[src/hw/rtl/cqit_pkg.sv]
// ----------------------------------------------------------------------------
// cqit_pkg
// Shared types and constants of the CIGAR query interval trimmer.
// ----------------------------------------------------------------------------
package cqit_pkg;

   localparam int CODE_W = 4;
   localparam int LEN_W  = 28;
   localparam int POS_W  = 30;
   localparam int CSR_W  = 1;

   localparam logic [CSR_W-1:0] CSR_TRIM_START = 1'b0;
   localparam logic [CSR_W-1:0] CSR_TRIM_END   = 1'b1;

   localparam logic [CODE_W-1:0] OP_M  = 4'd0;
   localparam logic [CODE_W-1:0] OP_I  = 4'd1;
   localparam logic [CODE_W-1:0] OP_S  = 4'd4;
   localparam logic [CODE_W-1:0] OP_EQ = 4'd7;
   localparam logic [CODE_W-1:0] OP_X  = 4'd8;

   typedef struct packed {
      logic [CODE_W-1:0] op_code;
      logic [LEN_W-1:0]  op_length;
      logic              record_end;
   } req_type;

   typedef struct packed {
      logic [CODE_W-1:0] out_code;
      logic [LEN_W-1:0]  out_length;
      logic              has_op;
      logic              last_of_record;
      logic              pending_overflow;
   } rsp_type;

   typedef struct packed {
      logic             finish;
      logic             open;
      logic             release_held;
      logic             emit;
      logic             hold;
      logic             overflow;
      logic [LEN_W-1:0] len;
   } decision_type;

   function automatic logic eats_query(input logic [CODE_W-1:0] code);
      eats_query = (code == OP_M) || (code == OP_I) || (code == OP_S) ||
                   (code == OP_EQ) || (code == OP_X);
   endfunction

endpackage

[src/hw/rtl/cqit_step_eval.sv]
// ----------------------------------------------------------------------------
// cqit_step_eval
// Per-op decision: cut at interval start or end, pass, hold or drop.
// ----------------------------------------------------------------------------
module cqit_step_eval (
   input  logic [cqit_pkg::POS_W:0]   sum,
   input  logic [cqit_pkg::POS_W-1:0] cursor_prev,
   input  logic [cqit_pkg::POS_W-1:0] ts,
   input  logic [cqit_pkg::POS_W-1:0] te,
   input  logic                       before_ok,
   input  logic                       in_window,
   input  logic                       is_query,
   input  logic                       hold_full,
   input  logic [cqit_pkg::LEN_W-1:0] op_length,
   output cqit_pkg::decision_type     decision
);
   import cqit_pkg::*;

   logic [POS_W:0] cut_end;
   logic [POS_W:0] cut_start;

   function automatic logic [LEN_W-1:0] sat_len(input logic [POS_W:0] v);
      sat_len = (|v[POS_W:LEN_W]) ? {LEN_W{1'b1}} : v[LEN_W-1:0];
   endfunction

   always_comb begin
      decision  = '0;
      cut_end   = in_window ? (before_ok ? {1'b0, te - cursor_prev} : '0) :
                              {1'b0, te - ts};
      cut_start = sum - {1'b0, ts};
      if (sum > {1'b0, te}) begin
         decision.finish = 1'b1;
         if (cut_end != '0) begin
            decision.release_held = 1'b1;
            decision.emit         = 1'b1;
            decision.len          = sat_len(cut_end);
         end
      end else if (sum > {1'b0, ts} && !in_window) begin
         decision.open         = 1'b1;
         decision.release_held = 1'b1;
         decision.emit         = 1'b1;
         decision.len          = sat_len(cut_start);
      end else if (in_window) begin
         if (is_query) begin
            decision.release_held = 1'b1;
            decision.emit         = 1'b1;
            decision.len          = op_length;
         end else if (!hold_full) begin
            decision.hold = 1'b1;
         end else begin
            decision.overflow = 1'b1;
         end
      end
   end

endmodule

[src/hw/rtl/cigar_query_interval_trimmer_unit.sv]
// ----------------------------------------------------------------------------
// cigar_query_interval_trimmer_unit
// Trims a record's CIGAR op stream to a query interval, holding non-query ops.
// ----------------------------------------------------------------------------
// one op at a time: accept in IDLE, add in CALC, decide in DECIDE, then each
// result is emitted from OP or TERM, and each held op released is read in REL_RD
// (registered held-op memory read) and emitted in REL_WR; emits wait for a free output slot
// synchronous reset clears control state and config; held-op memory not cleared
module cigar_query_interval_trimmer_unit #(
   parameter int HOLD_DEPTH = 16
) (
   input  logic                       clock,
   input  logic                       reset,
   input  logic                       req_valid,
   output logic                       req_ready,
   input  cqit_pkg::req_type          req_data,
   output logic                       rsp_valid,
   input  logic                       rsp_ready,
   output cqit_pkg::rsp_type          rsp_data,
   input  logic                       csr_valid,
   output logic                       csr_ready,
   input  logic [cqit_pkg::CSR_W-1:0] csr_index,
   input  logic [cqit_pkg::POS_W-1:0] csr_wdata
);
   import cqit_pkg::*;

   localparam int IDX_W = (HOLD_DEPTH > 1) ? $clog2(HOLD_DEPTH) : 1;
   localparam int CNT_W = $clog2(HOLD_DEPTH + 1);
   localparam int MEM_W = LEN_W + CODE_W;

   localparam logic [2:0] ST_IDLE   = 3'd0;
   localparam logic [2:0] ST_CALC   = 3'd1;
   localparam logic [2:0] ST_DECIDE = 3'd2;
   localparam logic [2:0] ST_REL_RD = 3'd3;
   localparam logic [2:0] ST_REL_WR = 3'd4;
   localparam logic [2:0] ST_OP     = 3'd5;
   localparam logic [2:0] ST_TERM   = 3'd6;

   logic [2:0]       state_ff, state_in;
   logic [POS_W-1:0] trim_start_ff, trim_end_ff;
   req_type          in_ff;
   logic [POS_W:0]   sum_ff;
   logic [POS_W-1:0] te_ff;
   logic             before_ok_ff;
   logic [POS_W-1:0] cursor_ff;
   logic             inside_ff, finished_ff, ovf_ff, ovf_out_ff;
   logic [CNT_W-1:0] held_cnt_ff, rel_cnt_ff, rd_idx_ff;
   logic             op_pend_ff, term_pend_ff;
   logic [CODE_W-1:0] op_code_ff;
   logic [LEN_W-1:0] op_len_ff;
   logic             rsp_valid_ff;
   rsp_type          rsp_data_ff, rsp_data_in;
   logic             rsp_load;
   logic [MEM_W-1:0] hold_mem [HOLD_DEPTH];
   logic [MEM_W-1:0] mem_rd_ff;

   logic             is_query, hold_full, slot_free, act, ovf_next;
   logic [POS_W-1:0] te_eff;
   decision_type     decision;

   assign is_query  = eats_query(in_ff.op_code);
   assign hold_full = (held_cnt_ff == CNT_W'(HOLD_DEPTH));
   assign slot_free = !rsp_valid_ff || rsp_ready;
   assign te_eff    = (trim_end_ff < trim_start_ff) ? trim_start_ff : trim_end_ff;
   assign act       = !finished_ff;
   assign ovf_next  = ovf_ff | (act & decision.overflow);

   assign req_ready = (state_ff == ST_IDLE);
   assign csr_ready = 1'b1;
   assign rsp_valid = rsp_valid_ff;
   assign rsp_data  = rsp_data_ff;

   cqit_step_eval u_eval (
      .sum         (sum_ff),
      .cursor_prev (cursor_ff),
      .ts          (trim_start_ff),
      .te          (te_ff),
      .before_ok   (before_ok_ff),
      .in_window   (inside_ff),
      .is_query    (is_query),
      .hold_full   (hold_full),
      .op_length   (in_ff.op_length),
      .decision    (decision)
   );

   // sequencer and result loading
   always_comb begin
      state_in    = state_ff;
      rsp_load    = 1'b0;
      rsp_data_in = '0;
      rsp_data_in.pending_overflow = ovf_out_ff;
      case (state_ff)
         ST_IDLE: begin
            if (req_valid) state_in = ST_CALC;
         end
         ST_CALC: state_in = ST_DECIDE;
         ST_DECIDE: begin
            if (act && decision.release_held && held_cnt_ff != '0) state_in = ST_REL_RD;
            else if (act && decision.emit) state_in = ST_OP;
            else if (in_ff.record_end) state_in = ST_TERM;
            else state_in = ST_IDLE;
         end
         ST_REL_RD: state_in = ST_REL_WR;
         ST_REL_WR: begin
            if (slot_free) begin
               rsp_load               = 1'b1;
               rsp_data_in.out_code   = mem_rd_ff[CODE_W-1:0];
               rsp_data_in.out_length = mem_rd_ff[MEM_W-1:CODE_W];
               rsp_data_in.has_op     = 1'b1;
               if (rd_idx_ff + CNT_W'(1) == rel_cnt_ff) begin
                  if (op_pend_ff) state_in = ST_OP;
                  else if (term_pend_ff) state_in = ST_TERM;
                  else state_in = ST_IDLE;
               end else begin
                  state_in = ST_REL_RD;
               end
            end
         end
         ST_OP: begin
            if (slot_free) begin
               rsp_load               = 1'b1;
               rsp_data_in.out_code   = op_code_ff;
               rsp_data_in.out_length = op_len_ff;
               rsp_data_in.has_op     = 1'b1;
               state_in = term_pend_ff ? ST_TERM : ST_IDLE;
            end
         end
         ST_TERM: begin
            if (slot_free) begin
               rsp_load                   = 1'b1;
               rsp_data_in.last_of_record = 1'b1;
               state_in = ST_IDLE;
            end
         end
         default: state_in = ST_IDLE;
      endcase
   end

   always_ff @(posedge clock) begin
      if (reset) begin
         state_ff      <= ST_IDLE;
         trim_start_ff <= '0;
         trim_end_ff   <= '0;
         cursor_ff     <= '0;
         inside_ff     <= 1'b0;
         finished_ff   <= 1'b0;
         ovf_ff        <= 1'b0;
         ovf_out_ff    <= 1'b0;
         held_cnt_ff   <= '0;
         rel_cnt_ff    <= '0;
         rd_idx_ff     <= '0;
         op_pend_ff    <= 1'b0;
         term_pend_ff  <= 1'b0;
         rsp_valid_ff  <= 1'b0;
      end else begin
         state_ff <= state_in;
         if (csr_valid) begin
            case (csr_index)
               CSR_TRIM_START: trim_start_ff <= csr_wdata;
               CSR_TRIM_END:   trim_end_ff   <= csr_wdata;
               default: ;
            endcase
         end
         if (state_ff == ST_DECIDE) begin
            op_pend_ff   <= act && decision.emit;
            term_pend_ff <= in_ff.record_end;
            rd_idx_ff    <= '0;
            ovf_out_ff   <= ovf_next;
            rel_cnt_ff   <= (act && decision.release_held) ? held_cnt_ff : '0;
            if (act && is_query) cursor_ff <= sum_ff[POS_W-1:0];
            if (act && decision.finish) finished_ff <= 1'b1;
            if (act && decision.open) inside_ff <= 1'b1;
            ovf_ff <= ovf_next;
            if (act && decision.release_held) held_cnt_ff <= '0;
            else if (act && decision.hold) held_cnt_ff <= held_cnt_ff + CNT_W'(1);
            if (in_ff.record_end) begin
               cursor_ff   <= '0;
               inside_ff   <= 1'b0;
               finished_ff <= 1'b0;
               ovf_ff      <= 1'b0;
               held_cnt_ff <= '0;
            end
         end
         if (state_ff == ST_REL_WR && slot_free) rd_idx_ff <= rd_idx_ff + CNT_W'(1);
         if (rsp_load) rsp_valid_ff <= 1'b1;
         else if (rsp_ready) rsp_valid_ff <= 1'b0;
      end
   end

   // payload registers
   always_ff @(posedge clock) begin
      if (req_valid && req_ready) in_ff <= req_data;
      if (state_ff == ST_CALC) begin
         sum_ff       <= {1'b0, cursor_ff} +
                         (is_query ? (POS_W+1)'(in_ff.op_length) : '0);
         te_ff        <= te_eff;
         before_ok_ff <= (cursor_ff <= trim_end_ff) || (cursor_ff <= trim_start_ff);
      end
      if (state_ff == ST_DECIDE) begin
         op_code_ff <= in_ff.op_code;
         op_len_ff  <= decision.len;
      end
      if (rsp_load) rsp_data_ff <= rsp_data_in;
   end

   // held-op memory
   always_ff @(posedge clock) begin
      if (state_ff == ST_DECIDE && act && decision.hold)
         hold_mem[held_cnt_ff[IDX_W-1:0]] <= {in_ff.op_length, in_ff.op_code};
      if (state_ff == ST_REL_RD) mem_rd_ff <= hold_mem[rd_idx_ff[IDX_W-1:0]];
   end

   a_held_bound: assert property (@(posedge clock) disable iff (reset)
      held_cnt_ff <= CNT_W'(HOLD_DEPTH))
      else $error("held count above depth");

   a_held_inside: assert property (@(posedge clock) disable iff (reset)
      held_cnt_ff != '0 |-> inside_ff)
      else $error("ops held outside interval");

   a_term_out: assert property (@(posedge clock) disable iff (reset)
      (state_ff == ST_TERM) && slot_free |=>
         rsp_valid_ff && rsp_data_ff.last_of_record && !rsp_data_ff.has_op)
      else $error("terminator transaction not loaded");

   a_rel_nonzero: assert property (@(posedge clock) disable iff (reset)
      (state_ff == ST_REL_RD) |-> (rel_cnt_ff != '0) && (rd_idx_ff < rel_cnt_ff))
      else $error("release beyond held ops");

endmodule
[config.mk]
export PLATFORM = sky130hd
export DESIGN_NAME = cigar_query_interval_trimmer_unit
export DESIGN_NICKNAME = d
export VERILOG_FILES = /design/src/hw/rtl/cqit_pkg.sv /design/src/hw/rtl/cqit_step_eval.sv /design/src/hw/rtl/cigar_query_interval_trimmer_unit.sv
export SDC_FILE = /design/constraint.sdc
export NUM_CORES = 1
export LEC_CHECK = 0
export ABC_CLOCK_PERIOD_IN_PS = 8170
export BUFFER_PORTS_ARGS = -buffer_cell sky130_fd_sc_hd__buf_2
export CORE_MARGIN = 2
export CORE_UTILIZATION = 46
export CTS_BUF_LIST = sky130_fd_sc_hd__clkbuf_2
export CTS_CLUSTER_SIZE = 40
export DETAILED_ROUTE_END_ITERATION = 6
export PLACE_DENSITY = 0.69
export SLEW_MARGIN = 20
export SYNTH_ARGS = -nofsm -noshare
export SYNTH_HDL_FRONTEND = slang
export SYNTH_HIERARCHICAL = 1
export SYNTH_SLANG_ARGS = --single-unit
[constraint.sdc]
create_clock -name clock -period 8.17 [get_ports clock]
set_input_delay 1.634 -clock clock [delete_from_list [all_inputs] [get_ports clock]]
set_output_delay 1.634 -clock clock [all_outputs]
set_load 0.005 [all_outputs]
# Word level (Yosys, flattened, before mapping)
# Memories as Yosys holds them, arrays and structs flattened. A register that Yosys moved wholly into a read port is not among the register bits.
# Index checks and enable logic that the tools add are counted.
[totals]
ff_bits = 277
ram_bits = 512
in_bits = 69
out_inout_bits = 38
elab_cells = 155
mem_count = 1
[memory_table]
columns = ["memory", "depth", "word_bits", "rd", "rd_clocked_by_memory_dff", "wr", "line_no", "source"]
rows = [
  ["hold_mem", 16, 32, 1, 1, 1, "cigar_query_interval_trimmer_unit.sv:54", "logic [MEM_W-1:0] hold_mem [HOLD_DEPTH];"],
]
[op_classes]
addsub = 6
order_cmp = 5
eq_ne = 16
n_mux = 56
bitwise_logic = 3
n_reduce_logical = 41
[ops]
columns = ["operator", "n"]
rows = [
  ["$mux 28", 7],
  ["$mux 30", 4],
  ["$mux 33", 2],
  ["$pmux 33 s2", 1],
  ["$gt 31x30->1", 2],
  ["$le 30x30->1", 2],
  ["$sub 30x30->30", 2],
  ["$mux 32", 1],
  ["$add 30x28->31", 1],
  ["$mux 31", 1],
  ["$reduce_bool 31->1", 1],
  ["$sub 31x30->31", 1],
  ["$lt 30x30->1", 1],
  ["$mux 3", 10],
  ["$mux 5", 6],
  ["$pmux 3 s7", 1],
  ["$mux 1", 16],
  ["$mux 2", 7],
  ["$logic_and 1x1->1", 12],
  ["$reduce_and 2->1", 6],
  ["$add 5x1->5 const B", 2],
  ["$reduce_bool 2->1", 5],
  ["$eq 3x3->1 const B", 3],
  ["$reduce_or 3->1", 3],
  ["other kinds (18)", 30],
]

# Longest topological paths before layout
# Gate-level depths: netlist of the first run.
[depth]
word_depth = 13
mapped_depth = 23
ltp_nobuf = 21

# By module
# Netlist of the first run, hierarchy kept.
[by_module_without_submodules]
columns = ["mod", "instances", "cells_each", "area_per_inst_um2", "seq_area_each_um2"]
rows = [
  ["cigar_query_interval_trimmer_unit", 1, 2097, 34023.9, 23502.5],
  ["cqit_step_eval", 1, 1018, 7028.0, 0.0],
]

# Worst setup path before layout of the first run
# OpenSTA, ideal clock, no wires.
[synth_path]
path_kind = "reg-to-reg"
from = "register sum_ff[24]"
to = "memory hold_mem[3][0] (netlist bit) (enable)"
setup_time_ns = 0.461
arrival_time_ns = 5.183
setup_slack_ns = 2.526
stages_incl_launch_ff = 14
path_cell_list = "edfxtp_1 -> ha_1 -> a21o_1 -> a211oi_1 -> o21bai_1 -> a21o_1 -> a211o_1 -> a2111o_1 -> o211ai_2 -> inv_1 -> nor4_1 -> nor3b_2 -> nand2_1 -> nor3_1"
[synth_rtl]
columns = ["element", "line_no", "source"]
rows = [
  ["from (decl)", "cigar_query_interval_trimmer_unit.sv:42", "logic [POS_W:0] sum_ff;"],
  ["from (signal assigned)", "cigar_query_interval_trimmer_unit.sv:194", "sum_ff <= {1'b0, cursor_ff} +"],
  ["to (decl)", "cigar_query_interval_trimmer_unit.sv:54", ""],
]

==> results of run 1 <==
path summary, 6_finish.rpt:
path | cells after the start | endpoint | slack, ns
hold / removal | 1 | in_ff[20] | 0.32
setup / recovery | 14 | hold_mem[7][30] | 2.66
setup reg to reg | 14 | hold_mem[7][30] | 2.66
hold reg to reg | 2 | rel_cnt_ff[3] | 0.47
routing by layer:
layer | global-route usage [%] | up-vias | wire, um
li1 | - | 12558 | -
met1 | 33.48 | 13288 | 46350
met2 | 36.61 | 1204 | 49400
met3 | 5.385 | 180 | 9283
met4 | 8.456 | 0 | 3247
met5 | 0.05176 | - | 0
stage by stage:
step | cells | hold WS [ns]
floorplan | 3115 | 0.4090
finish | 4678 | 0.3229
global placement | 4304 | 0.4242
detailed placement | 4304 | 0.4383
CTS | 4674 | 0.1285
global route | 4677 | 0.1654
report_power, final:
group,total (uW),switching (uW),internal (uW)
logic,2250,1410,842
registers,4970,172,4800
clock network,2770,1750,1030
critical path, delay by kind of cell, from the launching register on:
kind	cells	cell delay, ns
and+or+nand+nor	4	1.97
AOI/OAI and AO/OA	7	1.71
buffers and inverters	2	0.55
DFF	1	0.45
adders and majority gates	1	0.34
cell type report:
class | instances | area [sq um] | share of cell area, %
antenna | 3 | 7.507 | 0.01671
clock buffer | 272 | 1361 | 3.031
clock inverter | 98 | 551.8 | 1.229
inverter | 186 | 698.2 | 1.554
multi-input combinational | 1979 | 16410 | 36.53
sequential | 821 | 23520 | 52.36
tap | 1165 | 1458 | 3.245
timing repair buffer | 154 | 915.9 | 2.039
state kept, by name (all words and copies together), names as in the netlist, 3 cells and up:
name	cells
hold_mem	512
sum_ff	31
in_ff	33
rel_cnt_ff	5
state_ff	3
trim_start_ff	30
cursor_ff	30
rd_idx_ff	5
op_len_ff	28
held_cnt_ff	5
te_ff	30
rsp_data	35
op_code_ff	4
mem_rd_ff	32
trim_end_ff	30
cells by family after synthesis:
family,Yosys count
DFF,821
muxes,227
AOI/OAI and AO/OA,665
xor gates and xnor gates,99
other,1
adders and majority gates,245
and+or+nand+nor,742
buffers and inverters,315
synthesized netlist by cell type, types with 6 or more instances:
master / n
edfxtp_1: 706
nand2_1: 241
ha_1: 240
a21oi_1: 215
inv_1: 184
nor2_1: 180
mux4_2: 160
dfxtp_1: 115
clkbuf_1: 94
o21ai_0: 86
nand3_1: 78
a21o_1: 76
xnor2_1: 69
mux2i_1: 66
a22oi_1: 57
nand4_1: 35
and2_1: 34
nor3_1: 34
nor2b_1: 32
xor2_1: 30
o211ai_1: 27
o21a_1: 27
a31oi_1: 24
nand2b_1: 24
a211oi_1: 17
buf_2: 17
o21bai_1: 14
and3_1: 13
or3_1: 11
a211o_1: 10
and4_1: 9
nor4_1: 8
o221ai_1: 8
nand4b_1: 7
o21ai_1: 7
o31ai_1: 7
a311oi_1: 6
o2111ai_1: 6
or2_2: 6
==> reports/summary.txt, run 1 <==
Critical path origin -> sum_ff[4]
Crit Path Category -> flop to flop
Via Count -> 27230
Worst r2r src -> sum_ff[4]
Clock latency on the worst-skew pair -> 1.51 ns
Crit path required time -> 9.20 ns
Drt wl/cell -> 23.15 um
Util after Layout -> 50.82%
DIE WIDTH -> 302.7 um
Cell area power density -> 222.6 nW/um^2
Post-synthesis mux area share -> 10.42%
Most used cell, CP -> o211ai_1
Slowest cell on crit path -> nor2_4
Area growth, synth to finish -> 9.409%
Nets -> 3656
Rel. slew slack -> 23.57%
Final count of hold timing violations -> 0
Post-synth top area cell -> edfxtp_1
Fin area -> 44910 sq um
Final setup viols -> 0
Layout fillers -> 7763
Worst Tran Pin Value -> 1.142 ns
Min-delay src -> req_data[20]
Commonest cells after routing, fill and taps aside -> edfxtp_1, clkbuf_2, ha_1
Critical path peak fanout -> 32
Total congestion overflow -> 0
Routed wire length -> 108300 um
Status -> finished clean
Post-Place Cell Area -> 42960 sq um
First-pass GRT wire length -> 162600 um
Post-synth EDFFs -> 706
Cells after synthesis -> 3115
Placement Rows -> 109
Largest family of logic cells by synthesized area -> compound AO/OA/AOI/OAI gates
Tot Pwr -> 9996 uW
Setup crit end kind -> flop
Main area contributors after synthesis -> edfxtp_1, mux4_2, ha_1, dfxtp_1, a21oi_1
Drt first-iter violations -> 2614
Sequential-to-total area share from yosys stat -> 57.25%
Post-synthesis net count -> 3428
Post-Syn Area per Cell -> 13.18 sq um
Max-slew violations -> 0
FMAX -> 181.6 MHz
Die ar. -> 91650 sq um
Synth Flop Type -> edfxtp_1
Commonest non-fill, non-tap cell in the layout -> edfxtp_1
Setup bufs post-CTS -> 0
I/O Pins -> 107
Layout Skew -> 0.1314 ns
Core Region -> 88370 sq um
Clock Tree Root -> clkbuf_2
Via density -> 5.821
Total of max-cap violations -> 0
Arr. time, crit path -> 6.54 ns
CTS Hold Bufs -> 0
Die Span Y -> 302.7 um
Fin crit share -> 67.39%
Synth warnings -> 6
DPL Wire Length -> 73130 um
CP Launch Type -> flop
Total Negative Setup Slacks -> 0 ns
Leakage -> 0.01619 uW
Initial Util -> 46.45%
Routability congestion estimate -> 0.9422
Vias in the first global route -> 26458
Simple-gate share of the synthesized area -> 8.696%
Post-synthesis xor/xnor area fraction -> 2.112%
Initial antenna violation count -> 5
Count of unique library cells instantiated by Yosys -> 99
Crit-path cells -> ha_1 -> a211o_1 -> o211ai_1 -> o211ai_1 -> a221oi_1 -> o21ai_0 -> a2111o_1 -> o211ai_2 -> buf_4 -> inv_1 -> nor4_1 -> nor3b_2 -> nand2_1 -> nor2_4
Post-synthesis adder-cell area fraction -> 7.534%
Share of cells above drive strength 1 -> 20.09%
Post-route antenna net violation count -> 0
Cts repair resizes -> 0
RSZ-0062 raised after global routing -> no
Crit path largest cell delay -> 0.95 ns
Peak supply drop -> 149.1 uV
H-tree levels -> 4
Post-synth top area share -> 51.64%
Syn Std Cell Area -> 41050 sq um
Drc violations -> 0
GRT Total Usage -> 23.84%
Number of port buffers -> 105
Clk slew on worst S/H paths -> 0.11 ns
CTS tree -> built
Compound-Gate Fraction of Synth Area -> 10.81%
Largest net degree at the start of global routing -> 73
DRT Pass-1 Iters -> 6
Slack of the critical path -> 2.664 ns
Dpl ws -> 2.818 ns
Clk buf depth -> 3
CTS sink cnt -> 821
Synthesized flop and latch total -> 821
Fraction of registers with async set or reset after synthesis -> 0%
Tightest Hold Check Type -> input port to flop
CTS buffer count -> 201
Minimum clock period -> 5.506 ns
Power figures use the tool's default switching activity.
==> run 2, diff against run 1 <==
ABC_CLOCK_PERIOD_IN_PS = 4600   (was 8170)
PLACE_DENSITY = 0.71   (was 0.69)
clock period = 4.6 ns   (was 8.17 ns; I/O delays follow)
==> reports/summary.txt, run 2 (synthesis gave the netlist of run 1 again) <==
Core Region -> 88370 sq um
Die ar. -> 91650 sq um
Clk slew on worst S/H paths -> 0.11 ns
Critical path's top delay family -> simple AND/OR/NAND/NOR gates
Leakage -> 0.01728 uW
DRT Pass-1 Iters -> 7
GRT Total Usage -> 24.96%
Slack of the critical path -> 0.07701 ns
Fin crit share -> 98.33%
Clk buf depth -> 3
Crit path required time -> 5.99 ns
Finished Layout Cells -> 4882
Critical path origin -> te_ff[0]
Crit-path cells -> inv_1 -> ha_1 -> fa_1 -> nor2b_1 -> o31a_1 -> o2111ai_1 -> nand3_2 -> and2_1 -> a31oi_1 -> buf_4 -> a21oi_1 -> o21ai_2 -> a2111oi_4 -> nor3b_4 -> a31oi_2 -> nor2b_2 -> buf_4 -> or2_2 -> nor2_1 -> nor2_1 -> a311oi_1
CTS buffer count -> 201
Tightest Hold Check Type -> input port to flop
CP Launch Type -> flop
Total of max-cap violations -> 0
Setup crit end kind -> flop
Initial Util -> 46.45%
RSZ-0062 raised after global routing -> yes
Worst Tran Pin Value -> 1.073 ns
Crit path largest cell delay -> 0.39 ns
DIE WIDTH -> 302.7 um
Die Span Y -> 302.7 um
Hold depth -> 2
CTS tree -> built
Status -> finished clean
Arr. time, crit path -> 5.91 ns
Placed insts -> 4418
Worst Hold Endpoint -> in_ff[22]
First-pass GRT wire length -> 170200 um
Dpl ws -> 0.01301 ns
Commonest cells after routing, fill and taps aside -> edfxtp_1, clkbuf_2, nand2_1
Drt first-iter violations -> 3120
Minimum clock period -> 4.523 ns
Final setup viols -> 0
Total congestion overflow -> 0
Total Negative Setup Slacks -> 0 ns
Final count of hold timing violations -> 0
Drc violations -> 0
Nets -> 3863
Worst path depth -> 21
Critical path peak fanout -> 7
H-tree levels -> 4
Clock latency on the worst-skew pair -> 1.49 ns
FMAX -> 221.1 MHz
Max-slew violations -> 0
Layout Skew -> 0.1055 ns
Routed wire length -> 113100 um
Area growth, synth to finish -> 14.99%
Peak supply drop -> 286.6 uV
Initial antenna violation count -> 3
DPL Wire Length -> 79120 um
Crit Path Category -> flop to flop
Rel. slew slack -> 28.33%
Commonest non-fill, non-tap cell in the layout -> edfxtp_1
Placement Rows -> 109
Via density -> 5.825
Routability congestion estimate -> 0.9662
Largest net degree at the start of global routing -> 131
Min-delay src -> req_data[22]
I/O Pins -> 107
Share of cells above drive strength 1 -> 22.94%
Drt wl/cell -> 23.17 um
Number of port buffers -> 105
Clock Tree Root -> clkbuf_2
Post-route antenna net violation count -> 0
Vias in the first global route -> 27990
Flop2flop setup slack -> 0.08 ns
Via Count -> 28439
Cell area power density -> 385.9 nW/um^2
Slowest cell on crit path -> fa_1
CP Buf/Inv Count -> 3
CTS sink cnt -> 821
Largest register FFs -> 512
FF-to-FF path depth -> 21
Worst r2r src -> te_ff[0]
Critical R2R Capture -> held_cnt_ff[3]
==> run 2: worst max path at each step <==
stage | endpoint | slack (ns)
after CTS | state_ff[2] | 0.04
after global placement | held_cnt_ff[3] | 0.04
after floorplan | hold_mem[7][0] | -0.20
after global routing | held_cnt_ff[3] | -0.09
final | held_cnt_ff[3] | 0.08
after detailed placement | held_cnt_ff[3] | 0.01
==> run 2: metal layers <==
layer	up-vias	routed length (um)	track usage [%]
li1	12967	-	-
met1	13987	47510	34.75
met2	1280	52940	39.27
met3	205	9359	4.948
met4	0	3316	8.656
met5	-	0	0
==> run 2: repair_timing <==
action,in CTS,in global routing
resized for setup,0,26
hold buffers,91,0
endpoints found under the setup margin,0,73
endpoints found under the hold margin,137,0
setup buffers,0,3
==> run 2: where the power goes <==
group | internal (uW) | switching (uW)
clock | 2030 | 2990
sequential | 8520 | 354
combinational | 1740 | 2590
total | 12300 | 5930
==> run 2: layout make-up <==
cell class,instances,area (sq um)
Antenna cell,8,20.02
Clock buffer,306,1531
Clock inverter,56,384.1
Fill cell,7464,41170
Inverter,186,698.2
Multi-Input combinational cell,1979,16550
Sequential cell,821,23520
Tap cell,1165,1458
Timing Repair Buffer,361,3053
==> run 2: worst register-to-register path, delay by kind of cell, from the launching register on <==
| family | cells | cell delay, ns |
|---|---|---|
| DFF | 1 | 0.36 |
| and+or+nand+nor | 8 | 1.56 |
| buffers and inverters | 3 | 0.39 |
| adders and majority gates | 2 | 0.61 |
| AOI/OAI and AO/OA | 8 | 1.55 |
==> run 2: stage by stage <==
step,total power (uW),util (%),instance area (sq um),hold WS [ns]
floorplan,11690,-,41080,0.4090
global placement,13080,50.03,44210,0.4185
detailed placement,13110,50.03,44210,0.4282
CTS,18200,53.23,47040,0.005848
global route,19110,53.40,47190,0.06327
finish,18220,53.42,47210,0.1799
